$ cat src/design/pidc_pkg.sv
// Shared types, constants and helpers for the PID controller block.
package pidc_pkg;

   localparam int FRAC_BITS_DEF = 16;
   localparam int SUM_WIDTH_DEF = 48;

   // shared multiplier: 33x33 signed covers signed 32-bit and unsigned 32-bit operands
   localparam int MUL_WIDTH  = 33;
   localparam int PROD_WIDTH = 2 * MUL_WIDTH;
   // exact sum of the three gain products (largest term is below 2^95)
   localparam int ACC_WIDTH  = 98;

   localparam logic signed [31:0] INT32_MAX = 32'sh7FFF_FFFF;
   localparam logic signed [31:0] INT32_MIN = 32'sh8000_0000;

   // register indexes (byte address bits [3:2])
   localparam logic [1:0] REG_GAIN_P = 2'd0;
   localparam logic [1:0] REG_GAIN_I = 2'd1;
   localparam logic [1:0] REG_GAIN_D = 2'd2;

   // what the top level does with a product once it comes out of the multiplier
   typedef enum logic [1:0] {
      MK_INC,      // integral increment, goes into the running sum
      MK_FIRST,    // first gain term, loads the accumulator
      MK_ADD,      // further gain term
      MK_ADD_HI    // upper half of the integral term, weighted by 2^32
   } mul_kind_type;

   typedef struct packed {
      logic         valid;
      mul_kind_type kind;
   } mul_tag_type;

   typedef enum logic [3:0] {
      ST_IDLE,
      ST_ERROR,
      ST_INTEG,
      ST_PROP,
      ST_SUM_LO,
      ST_SUM_HI,
      ST_DERIV,
      ST_FINISH,
      ST_OUTPUT
   } state_type;

   function automatic logic signed [31:0] sat32(input logic signed [32:0] value);
      logic signed [31:0] result;
      if (value[32] != value[31]) begin
         result = value[32] ? INT32_MIN : INT32_MAX;
      end else begin
         result = value[31:0];
      end
      return result;
   endfunction

endpackage

$ cat src/design/pidc_mul.sv
// Shared 33x33 signed multiplier with registered product and tag.
module pidc_mul (
   input  logic                                      clock,
   input  logic                                      reset,
   input  pidc_pkg::mul_tag_type                     issue_tag,
   input  logic signed [pidc_pkg::MUL_WIDTH-1:0]     op_a,
   input  logic signed [pidc_pkg::MUL_WIDTH-1:0]     op_b,
   output logic signed [pidc_pkg::PROD_WIDTH-1:0]    product,
   output pidc_pkg::mul_tag_type                     product_tag
);

   logic signed [pidc_pkg::PROD_WIDTH-1:0] product_ff;
   pidc_pkg::mul_tag_type                  tag_ff;

   always_ff @(posedge clock) begin
      if (reset) begin
         tag_ff <= '0;
      end else begin
         tag_ff <= issue_tag;
      end
   end

   always_ff @(posedge clock) begin
      if (issue_tag.valid) begin
         product_ff <= op_a * op_b;
      end
   end

   assign product     = product_ff;
   assign product_tag = tag_ff;

endmodule

$ cat src/design/pidc_div.sv
// Radix-2 restoring divider for the error-difference derivative, saturated to 32 bits.
module pidc_div #(
   parameter int FRAC_BITS = pidc_pkg::FRAC_BITS_DEF
) (
   input  logic               clock,
   input  logic               reset,
   input  logic               start,
   input  logic signed [32:0] diff,
   input  logic [31:0]        step_time,
   output logic               busy,
   output logic signed [31:0] quotient
);

   localparam int DIV_WIDTH  = 33 + FRAC_BITS;
   localparam int HEAD_WIDTH = DIV_WIDTH - 32;

   logic [32:0]            mag;
   logic [DIV_WIDTH-1:0]   dividend;
   logic [HEAD_WIDTH-1:0]  head;
   logic                   overflow;
   logic [32:0]            trial;
   logic                   fits;

   logic                   busy_ff;
   logic [4:0]             count_ff;
   logic                   ovf_ff;
   logic                   neg_ff;
   logic [31:0]            rem_ff;
   logic [31:0]            low_ff;
   logic [31:0]            quo_ff;

   assign mag      = diff[32] ? (33'd0 - $unsigned(diff)) : $unsigned(diff);
   assign dividend = {mag, {FRAC_BITS{1'b0}}};
   assign head     = dividend[DIV_WIDTH-1:32];
   // quotient would need more than 32 bits: saturate without iterating
   assign overflow = 32'(head) >= step_time;

   assign trial = {rem_ff, low_ff[31]};
   assign fits  = trial >= {1'b0, step_time};

   always_ff @(posedge clock) begin
      if (reset) begin
         busy_ff  <= 1'b0;
         count_ff <= '0;
      end else if (start) begin
         busy_ff  <= !overflow;
         count_ff <= '0;
      end else if (busy_ff) begin
         count_ff <= count_ff + 5'd1;
         if (count_ff == 5'd31) begin
            busy_ff <= 1'b0;
         end
      end
   end

   always_ff @(posedge clock) begin
      if (start) begin
         ovf_ff <= overflow;
         neg_ff <= diff[32];
         rem_ff <= 32'(head);
         low_ff <= dividend[31:0];
         quo_ff <= '0;
      end else if (busy_ff) begin
         rem_ff <= fits ? 32'(trial - {1'b0, step_time}) : trial[31:0];
         low_ff <= {low_ff[30:0], 1'b0};
         quo_ff <= {quo_ff[30:0], fits};
      end
   end

   always_comb begin
      if (ovf_ff || quo_ff[31]) begin
         quotient = neg_ff ? pidc_pkg::INT32_MIN : pidc_pkg::INT32_MAX;
      end else if (neg_ff) begin
         quotient = 32'sd0 - $signed(quo_ff);
      end else begin
         quotient = $signed(quo_ff);
      end
   end

   assign busy = busy_ff;

endmodule

$ cat src/design/pid_controller_unit.sv
// Top level: one PID step per input transfer on signed fixed point, APB gain registers.
// In mode 0 with a nonzero step and a quotient within 32 bits, the derivative step waits
// for the 32-step radix-2 divider; the next input is taken only once the result is loaded.
// The shared 33x33 multiplier runs five products per item. Synchronous reset clears
// gains, integral, last error and all control; no memories, so no clearing pass.
module pid_controller_unit #(
   parameter int FRAC_BITS = pidc_pkg::FRAC_BITS_DEF,
   parameter int SUM_WIDTH = pidc_pkg::SUM_WIDTH_DEF
) (
   input  logic         clock,
   input  logic         reset,
   // input channel
   input  logic         req_tvalid,
   output logic         req_tready,
   // [31:0] target, [63:32] target_rate, [95:64] measured, [127:96] measured_rate,
   // [159:128] step_time
   input  logic [159:0] req_tdata,
   // [0] req_type
   input  logic [0:0]   req_tuser,
   // result channel
   output logic         rsp_tvalid,
   input  logic         rsp_tready,
   // [31:0] drive
   output logic [31:0]  rsp_tdata,
   // [0] div_fault
   output logic [0:0]   rsp_tuser,
   // configuration port
   input  logic         csr_psel,
   input  logic         csr_penable,
   input  logic         csr_pwrite,
   input  logic [3:0]   csr_paddr,
   input  logic [31:0]  csr_pwdata,
   output logic [31:0]  csr_prdata,
   output logic         csr_pready
);

   localparam int ACC_W  = pidc_pkg::ACC_WIDTH;
   localparam int MUL_W  = pidc_pkg::MUL_WIDTH;
   localparam int PROD_W = pidc_pkg::PROD_WIDTH;
   localparam int EXT_W  = PROD_W + 1;

   localparam logic signed [EXT_W-1:0] SUM_MAX = (EXT_W'(1) <<< (SUM_WIDTH - 1)) - EXT_W'(1);
   localparam logic signed [EXT_W-1:0] SUM_MIN = -SUM_MAX - EXT_W'(1);
   localparam logic signed [ACC_W-1:0] DRIVE_MAX = ACC_W'(pidc_pkg::INT32_MAX);
   localparam logic signed [ACC_W-1:0] DRIVE_MIN = ACC_W'(pidc_pkg::INT32_MIN);

   pidc_pkg::state_type state_ff, state_in;

   // gains
   logic signed [31:0] gain_p_ff, gain_i_ff, gain_d_ff;
   logic               csr_write;

   // captured item
   logic               type_ff;
   logic signed [31:0] target_ff, trate_ff, measured_ff, mrate_ff;
   logic [31:0]        dt_ff;

   // datapath state
   logic signed [31:0]          err_ff;
   logic signed [31:0]          last_error_ff;
   logic signed [SUM_WIDTH-1:0] sum_ff;
   logic signed [63:0]          sum_wide;
   logic signed [31:0]          deriv_ff;
   logic                        use_div_ff;
   logic                        fault_ff;
   logic signed [ACC_W-1:0]     acc_ff;

   // output register
   logic               rsp_valid_ff;
   logic signed [31:0] rsp_drive_ff;
   logic               rsp_fault_ff;

   // multiplier and divider hookup
   pidc_pkg::mul_tag_type       issue_tag, product_tag;
   logic signed [MUL_W-1:0]     op_a, op_b;
   logic signed [PROD_W-1:0]    product;
   logic                        div_start, div_busy;
   logic signed [32:0]          div_diff;
   logic signed [31:0]          div_quotient;
   logic signed [31:0]          deriv_op;

   logic signed [PROD_W-1:0]    inc;
   logic signed [EXT_W-1:0]     sum_total;
   logic signed [ACC_W-1:0]     acc_shifted;
   logic signed [31:0]          drive_value;
   logic                        load_rsp;

   // ---------------- configuration ----------------
   assign csr_pready = 1'b1;
   assign csr_write  = csr_psel && csr_penable && csr_pwrite && csr_pready;

   always_ff @(posedge clock) begin
      if (reset) begin
         gain_p_ff <= '0;
         gain_i_ff <= '0;
         gain_d_ff <= '0;
      end else if (csr_write) begin
         case (csr_paddr[3:2])
            pidc_pkg::REG_GAIN_P: gain_p_ff <= $signed(csr_pwdata);
            pidc_pkg::REG_GAIN_I: gain_i_ff <= $signed(csr_pwdata);
            pidc_pkg::REG_GAIN_D: gain_d_ff <= $signed(csr_pwdata);
            default: ;
         endcase
      end
   end

   always_comb begin
      case (csr_paddr[3:2])
         pidc_pkg::REG_GAIN_P: csr_prdata = gain_p_ff;
         pidc_pkg::REG_GAIN_I: csr_prdata = gain_i_ff;
         pidc_pkg::REG_GAIN_D: csr_prdata = gain_d_ff;
         default:              csr_prdata = '0;
      endcase
   end

   // ---------------- sequencer ----------------
   assign req_tready = (state_ff == pidc_pkg::ST_IDLE);
   assign load_rsp   = (state_ff == pidc_pkg::ST_OUTPUT) && (!rsp_valid_ff || rsp_tready);

   always_ff @(posedge clock) begin
      if (reset) begin
         state_ff <= pidc_pkg::ST_IDLE;
      end else begin
         state_ff <= state_in;
      end
   end

   always_comb begin
      state_in  = state_ff;
      issue_tag = '0;
      op_a      = '0;
      op_b      = '0;
      case (state_ff)
         pidc_pkg::ST_IDLE: begin
            if (req_tvalid) begin
               state_in = pidc_pkg::ST_ERROR;
            end
         end
         pidc_pkg::ST_ERROR: begin
            state_in = pidc_pkg::ST_INTEG;
         end
         pidc_pkg::ST_INTEG: begin
            issue_tag = '{valid: 1'b1, kind: pidc_pkg::MK_INC};
            op_a      = MUL_W'(err_ff);
            op_b      = $signed({1'b0, dt_ff});
            state_in  = pidc_pkg::ST_PROP;
         end
         pidc_pkg::ST_PROP: begin
            issue_tag = '{valid: 1'b1, kind: pidc_pkg::MK_FIRST};
            op_a      = MUL_W'(err_ff);
            op_b      = MUL_W'(gain_p_ff);
            state_in  = pidc_pkg::ST_SUM_LO;
         end
         pidc_pkg::ST_SUM_LO: begin
            // low half of the integral is unsigned
            issue_tag = '{valid: 1'b1, kind: pidc_pkg::MK_ADD};
            op_a      = $signed({1'b0, sum_wide[31:0]});
            op_b      = MUL_W'(gain_i_ff);
            state_in  = pidc_pkg::ST_SUM_HI;
         end
         pidc_pkg::ST_SUM_HI: begin
            issue_tag = '{valid: 1'b1, kind: pidc_pkg::MK_ADD_HI};
            op_a      = MUL_W'($signed(sum_wide[63:32]));
            op_b      = MUL_W'(gain_i_ff);
            state_in  = pidc_pkg::ST_DERIV;
         end
         pidc_pkg::ST_DERIV: begin
            if (!div_busy) begin
               issue_tag = '{valid: 1'b1, kind: pidc_pkg::MK_ADD};
               op_a      = MUL_W'(deriv_op);
               op_b      = MUL_W'(gain_d_ff);
               state_in  = pidc_pkg::ST_FINISH;
            end
         end
         pidc_pkg::ST_FINISH: begin
            state_in = pidc_pkg::ST_OUTPUT;
         end
         pidc_pkg::ST_OUTPUT: begin
            if (load_rsp) begin
               state_in = pidc_pkg::ST_IDLE;
            end
         end
         default: begin
            state_in = pidc_pkg::ST_IDLE;
         end
      endcase
   end

   // ---------------- item capture and error ----------------
   always_ff @(posedge clock) begin
      if (req_tvalid && req_tready) begin
         type_ff     <= req_tuser[0];
         target_ff   <= $signed(req_tdata[31:0]);
         trate_ff    <= $signed(req_tdata[63:32]);
         measured_ff <= $signed(req_tdata[95:64]);
         mrate_ff    <= $signed(req_tdata[127:96]);
         dt_ff       <= req_tdata[159:128];
      end
      if (state_ff == pidc_pkg::ST_ERROR) begin
         err_ff <= pidc_pkg::sat32(33'(target_ff) - 33'(measured_ff));
      end
   end

   // derivative setup; last error moves on in mode 0 even for a zero step
   assign div_diff  = 33'(err_ff) - 33'(last_error_ff);
   assign div_start = (state_ff == pidc_pkg::ST_INTEG) && !type_ff && (dt_ff != '0);
   assign deriv_op  = use_div_ff ? div_quotient : deriv_ff;

   always_ff @(posedge clock) begin
      if (reset) begin
         last_error_ff <= '0;
      end else if ((state_ff == pidc_pkg::ST_INTEG) && !type_ff) begin
         last_error_ff <= err_ff;
      end
   end

   always_ff @(posedge clock) begin
      if (state_ff == pidc_pkg::ST_INTEG) begin
         use_div_ff <= div_start;
         fault_ff   <= !type_ff && (dt_ff == '0);
         deriv_ff   <= type_ff ? pidc_pkg::sat32(33'(trate_ff) - 33'(mrate_ff)) : '0;
      end
   end

   // ---------------- integral and accumulator ----------------
   assign sum_wide  = 64'(sum_ff);
   assign inc       = product >>> FRAC_BITS;
   assign sum_total = EXT_W'(sum_ff) + EXT_W'(inc);

   always_ff @(posedge clock) begin
      if (reset) begin
         sum_ff <= '0;
      end else if (product_tag.valid && (product_tag.kind == pidc_pkg::MK_INC)) begin
         if (sum_total > SUM_MAX) begin
            sum_ff <= SUM_WIDTH'(SUM_MAX);
         end else if (sum_total < SUM_MIN) begin
            sum_ff <= SUM_WIDTH'(SUM_MIN);
         end else begin
            sum_ff <= SUM_WIDTH'(sum_total);
         end
      end
   end

   always_ff @(posedge clock) begin
      if (product_tag.valid) begin
         case (product_tag.kind)
            pidc_pkg::MK_FIRST:  acc_ff <= ACC_W'(product);
            pidc_pkg::MK_ADD:    acc_ff <= acc_ff + ACC_W'(product);
            pidc_pkg::MK_ADD_HI: acc_ff <= acc_ff + (ACC_W'(product) <<< 32);
            default: ;
         endcase
      end
   end

   // ---------------- result ----------------
   assign acc_shifted = acc_ff >>> FRAC_BITS;

   always_comb begin
      if (acc_shifted > DRIVE_MAX) begin
         drive_value = pidc_pkg::INT32_MAX;
      end else if (acc_shifted < DRIVE_MIN) begin
         drive_value = pidc_pkg::INT32_MIN;
      end else begin
         drive_value = acc_shifted[31:0];
      end
   end

   always_ff @(posedge clock) begin
      if (reset) begin
         rsp_valid_ff <= 1'b0;
      end else if (load_rsp) begin
         rsp_valid_ff <= 1'b1;
      end else if (rsp_tready) begin
         rsp_valid_ff <= 1'b0;
      end
   end

   always_ff @(posedge clock) begin
      if (load_rsp) begin
         rsp_drive_ff <= drive_value;
         rsp_fault_ff <= fault_ff;
      end
   end

   assign rsp_tvalid   = rsp_valid_ff;
   assign rsp_tdata    = rsp_drive_ff;
   assign rsp_tuser[0] = rsp_fault_ff;

   // ---------------- shared units ----------------
   pidc_mul u_mul (
      .clock       (clock),
      .reset       (reset),
      .issue_tag   (issue_tag),
      .op_a        (op_a),
      .op_b        (op_b),
      .product     (product),
      .product_tag (product_tag)
   );

   pidc_div #(
      .FRAC_BITS (FRAC_BITS)
   ) u_div (
      .clock     (clock),
      .reset     (reset),
      .start     (div_start),
      .diff      (div_diff),
      .step_time (dt_ff),
      .busy      (div_busy),
      .quotient  (div_quotient)
   );

   // ---------------- assertions ----------------
   a_rsp_from_output: assert property (@(posedge clock) disable iff (reset)
      $rose(rsp_tvalid) |-> $past(state_ff == pidc_pkg::ST_OUTPUT))
      else $error("result appeared outside the output step");

   a_div_in_window: assert property (@(posedge clock) disable iff (reset)
      div_busy |-> (state_ff == pidc_pkg::ST_PROP || state_ff == pidc_pkg::ST_SUM_LO ||
                    state_ff == pidc_pkg::ST_SUM_HI || state_ff == pidc_pkg::ST_DERIV))
      else $error("divider running outside its window");

   a_mul_quiet_idle: assert property (@(posedge clock) disable iff (reset)
      (state_ff == pidc_pkg::ST_IDLE) |-> !product_tag.valid)
      else $error("multiplier product pending while idle");

endmodule

$ cat config.mk
export PLATFORM = sky130hd
export DESIGN_NAME = pid_controller_unit
export DESIGN_NICKNAME = d
export VERILOG_FILES = /design/src/design/pidc_pkg.sv /design/src/design/pidc_mul.sv /design/src/design/pidc_div.sv /design/src/design/pid_controller_unit.sv
export SDC_FILE = /design/constraint.sdc
export NUM_CORES = 2
export LEC_CHECK = 0
export BUFFER_PORTS_ARGS = -buffer_cell sky130_fd_sc_hd__buf_2
export CAP_MARGIN = 20
export CORE_ASPECT_RATIO = 1.1
export CORE_UTILIZATION = 30
export CTS_BUF_LIST = sky130_fd_sc_hd__clkbuf_8 sky130_fd_sc_hd__clkbuf_16
export CTS_CLUSTER_SIZE = 14
export DETAILED_ROUTE_END_ITERATION = 16
export PLACE_DENSITY = 0.51
export SYNTH_ARGS = -nofsm -noshare
export SYNTH_HDL_FRONTEND = slang
export SYNTH_SLANG_ARGS = --single-unit
$ cat constraint.sdc
create_clock -name clock -period 32.2 [get_ports clock]
set_clock_uncertainty 0.15 [all_clocks]
set_input_delay 6.44 -clock clock [delete_from_list [all_inputs] [get_ports clock]]
set_output_delay 6.44 -clock clock [all_outputs]
set_load 0.02 [all_outputs]
-- Word-level counts from Yosys, hierarchy flattened
Cells that the tools add are included.
- input bits: 204
- memories: 0
- bits in latches: 0
- register bits: 696
- bits in read-only memories: 0
- logic and storage cells: 130
- output and inout port bits: 68
- memory bits (writable): 0
- add/subtract/negate cells: 10
- shift operators: 0
- bitwise logic cells: 0
- multipliers: 1
- $lt $le $gt $ge: 6
- multiplexer cells: 34
- reduce and logical (&&, ||, !) cells: 29
- div/mod/pow operators: 0
- eq/ne operators: 19
- operators with widths (kind ; number):
    $mux 32 ; 12
    $pmux 98 s3 ; 1
    $pmux 33 s4 ; 2
    $mux 33 ; 3
    $sub 32x32->33 ; 3
    $add 98x66->98 ; 1
    $add 98x98->98 ; 1
    $mux 48 ; 2
    $pmux 32 s3 ; 1
    $gt 82x32->1 const B ; 1
    $lt 82x32->1 const B ; 1
    $mul 33x33->66 ; 1
    $add 48x50->51 ; 1
    $gt 51x48->1 const B ; 1
    $lt 51x48->1 const B ; 1
    $pmux 4 s9 ; 1
    $mux 17 ; 2
    $ge 33x32->1 ; 1
    $sub 1x33->33 const A ; 1
    $ge 17x32->1 ; 1
    $logic_not 32->1 ; 1
    $reduce_bool 32->1 ; 1
    $sub 1x32->32 const A ; 1
    $sub 32x32->32 ; 1
    24 further kinds ; 57

-- Depth between registers and ports, before layout
- word-level depth: 7
- gate-level depth with buffers: 42
- mapped depth without buffers: 39

-- By module
Synthesis repeated with hierarchy kept, for this count alone.
- cell total of the unflattened synthesis: 9723
- area, all modules: 87532.7 um^2
- by module, submodules not included (module ; seq. area each (um^2) ; cells each ; area each (um^2) ; instances):
    pidc_mul ; 2042.0 ; 4235 ; 40679.0 ; 1
    pid_controller_unit ; 14373.8 ; 4546 ; 39362.8 ; 1
    pidc_div ; 2112.0 ; 942 ; 7490.9 ; 1

-- Worst setup path after synthesis
No wires, ideal clock.
- path type: input-to-output
- start: in csr_paddr[2]
- end: out csr_prdata[0]
- required time: 25.610 ns
- data arrival time: 7.824 ns
- buffers on the path: 2
- slack: 17.786 ns
- stages on the path: 4
- cells stage by stage: clkbuf_1 -> clkbuf_1 -> mux2i_1 -> o21ai_0
- word-level cells in the longest chain between the ends: 2
- elaborated cells between the ends (all ways): 4
- those cells by class: eq/ne: 2; mux: 1; reduce/logical: 1
- RTL lines (element ; line ; source):
    start, declared ; pid_controller_unit.sv:31 ; input logic [3:0] csr_paddr,
    $eq 2x2->1, or another cell as far along ; pid_controller_unit.sv:108 ; case (csr_paddr[3:2])
    $pmux 32 s3 (*) ; pid_controller_unit.sv:108 ;
    end, declared ; pid_controller_unit.sv:33 ; output logic [31:0] csr_prdata,
Every way passes the cells marked *; elsewhere a longest branch is shown, timed or not.

-- Worst setup path after layout
- start: in csr_paddr[2]
- end: out csr_prdata[29]
The elaborated chain is that of the path after synthesis.

==> flow_summary_export.csv <==
group,metric,value,unit
finish,top_register,"acc_ff",
critical_path,required,25.61,ns
worst_hold_path,worstHoldPathType,"register to register",
route,drt-met1-wl,130000,um
sta,slew_viol_final,0,
clocking,numCtsBuffers,88,
route,ant_nets,0,
critical_path,r2r_cells,31,
critical_path,path_max_fanout,38,
route,drt-total-wl,322000,um
synthesis,synth-main-ff-cell,"edfxtp_1",
floorplanning,fp.coreArea,289000,um2
synthesis,synth_top_cell_by_area,"fa_1",
route,top_layer_used,"met5",
finish,largest_register_ffs,98,
floorplanning,die_area,293000,um2
synthesis,avgSynthCellArea,8.79,um2
floorplanning,rows,207,
route,drtIter0Drc,5960,
power_and_ir_drop,p_per_area,34.5,nW/um2
sta,hold_violations,0,
synthesis,synth_top_family_by_area,"adder cells",
critical_path,end_kind,"primary output",
route,wl_met3,23300,um
sta,finalCriticalPeriod,15.20,ns
clocking,clk_path_buf_depth,3,
route,drt-pass1-iter-count,6,
flow_run,maxCapViolCount,0,
finish,fill_cells,30100,
place,place_ws,17.11,ns
critical_path,start_kind,"primary input",
sta,worstMarginPinSlew,1.24,ns
route,vias_per_cell,5.20,
floorplanning,io_pins,272,
clocking,insertion_delay,0.76,ns
synthesis,synth.area.mux_share,1.32,%
route,drc,0,
route,wire_per_inst,23.0,um
clocking,htreeDepth,3,
floorplanning,dieWidth,516,um
clocking,post-cts-setup-buffers,0,
synthesis,synth.net_count,11900,
synthesis,synth-seq-cells,696,
synthesis,synthDistinctLibCells,102,
synthesis,netlist_top_cells_area,"fa_1 26%, edfxtp_1 16%, ha_1 8.3%",
sta,slew_headroom,16.4,%
sta,fmax,65.8,MHz
clocking,cts_hold_buf,0,
place,io_buffers,268,
clocking,root_buffer,"clkbuf_16",
grt,gr-total-overflow,0,
synthesis,synth_compound_area_share,15.3,%
sta,finalSetupTns,0,ns
sta,setup_viol,0,
finish,final_nets,11900,
worst_hold_path,hold_depth,2,
sta,period_share,47.2,%
clocking,cts_resized,0,
critical_path,critical_path_class,"primary input to primary output",
synthesis,synth_xor_area_share,4.01,%
route,met2WireLength,148000,um
synthesis,ys_warn_count,0,
synthesis,netlist_instances,9929,
status,status,"finished, final reports clean",
grt,grt_start_max_net_pins,128,
clocking,cts_tree,"built",
finish,post_route_cells_drive_above_1_share,7.41,%
synthesis,ys_async_sr_fraction,0,%
floorplanning,start_util,30.2,%
place,place.gp.congestion,0.940,
route,vias,72600,
synthesis,synthAdderAreaFrac,34.9,%
sta,rsz0062_at_grt,"no",
synthesis,netlist_area,87200,um2
critical_path,cp.arrival,8.61,ns
finish,syn_to_final_growth,10.6,%
sta,fin_ws,17.00,ns
grt,antenna_found_initial,25,
clocking,clkSlewWorstSetupHoldPaths,0.06,ns
place,dpl.hpwl,247000,um
sta,worst_hold_slack,0.303,ns
synthesis,ys_seq_area_share,21.2,%
synthesis,synthSimpleGateAreaFrac,14.6,%
power_and_ir_drop,p_leak,0.0431,uW
synthesis,netlist.area_leader.share,26.4,%
grt,grt_pass1_wl,477000,um
floorplanning,die_height,568,um
grt,grt_pass1_vias,74600,
synthesis,synth_edf_count,459,
clocking,cts_num_sinks,696,
power_and_ir_drop,ir_worst_vdd,41.2,uV
grt,grt_use_total,21.8,%
finish,fin_util,33.4,%
synth_stat cells (112+ instances only):
cell,count
inv_1,1489
nand2_1,1212
fa_1,1152
nor2_1,918
a21oi_1,598
ha_1,582
o21ai_0,496
clkbuf_1,475
edfxtp_1,459
dfxtp_1,237
xnor2_1,230
a21o_1,221
xor2_1,169
nand2b_1,112
layout by cell type (no fill, tap or decap), types with 57 or more instances in the layout:
master        n
a21o_1      221
a21oi_1     596
a311oi_1     61
a31oi_1      61
and2_1       61
buf_2       267
buf_4       176
clkbuf_16    89
dfxtp_1     235
diode_2      87
edfxtp_1    459
fa_1       1151
ha_1        581
inv_1      1504
mux2i_1     106
nand2_1    1212
nand2b_1    111
nand3_1      95
nand4_1     103
nor2_1      916
nor2b_1      78
nor3_1       90
o21a_1       57
o21ai_0     482
o21bai_1     63
xnor2_1     230
xor2_1      169
report_power, final:
| group | leakage (uW) | total [uW] | internal [uW] | switching [uW] |
|---|---|---|---|---|
| Sequential | 0.00620 | 1110 | 1040 | 70.8 |
| Combinational | 0.0354 | 1170 | 415 | 754 |
| Clock | 0.00154 | 1050 | 610 | 443 |
final timing paths:
kind | startpoint | slack, ns | to
setup reg to reg | state_ff[2]$_SDFFE_PP0P_ | 19.51 | u_mul.product[65]$_DFFE_PP_
setup / recovery | csr_paddr[2] | 17.00 | csr_prdata[29]
hold / removal | last_error_ff[10]$_SDFFE_PP0P_ | 0.30 | last_error_ff[10]$_SDFFE_PP0P_
hold reg to reg | last_error_ff[10]$_SDFFE_PP0P_ | 0.30 | last_error_ff[10]$_SDFFE_PP0P_
worst max-delay path: stages:
cell and delay (ns):
buf_2 0.08, buf_4 0.62, mux2i_1 0.16, o21ai_0 0.90, buf_2 0.33
logic make-up (layout without fill, tap and decap cells):
group | count (synthesis) | count (layout)
AOI/OAI and AO/OA | 2063 | 2063
xor gates and xnor gates | 399 | 399
adders and majority gates | 1741 | 1741
buffers and inverters | 2015 | 2108
DFF | 696 | 696
muxes | 114 | 114
other | 1 | 88
and+or+nand+nor | 2900 | 2900
metal layers:
metal	vias to the layer above	track usage, %
met1	36500	27.1
met3	554	3.89
li1	33000	-
met4	2	12.2
met2	2646	35.4
met5	-	0
through the flow:
stage                     std cells  total power, uW  instance area (um2)
after floorplan                9929             1890                87200
after global placement        13700             2260                93100
after detailed placement      13700             2280                93100
after CTS                     13900             3340                96200
after global routing          14000             3500                96500
final                         14000             3330                96500
cell type report:
class                      instances  area, um2  share of cell area [%]
antenna                           87        218                   0.226
tap                             3866       4840                    5.01
clock buffer                      94       2300                    2.38
inverter                        1494       5610                    5.81
multi-input combinational       7218      61400                    63.7
clock inverter                    72        773                   0.802
timing repair buffer             448       2750                    2.85
sequential                       696      18500                    19.2
No activity file was read; power rests on OpenSTA's default activity.
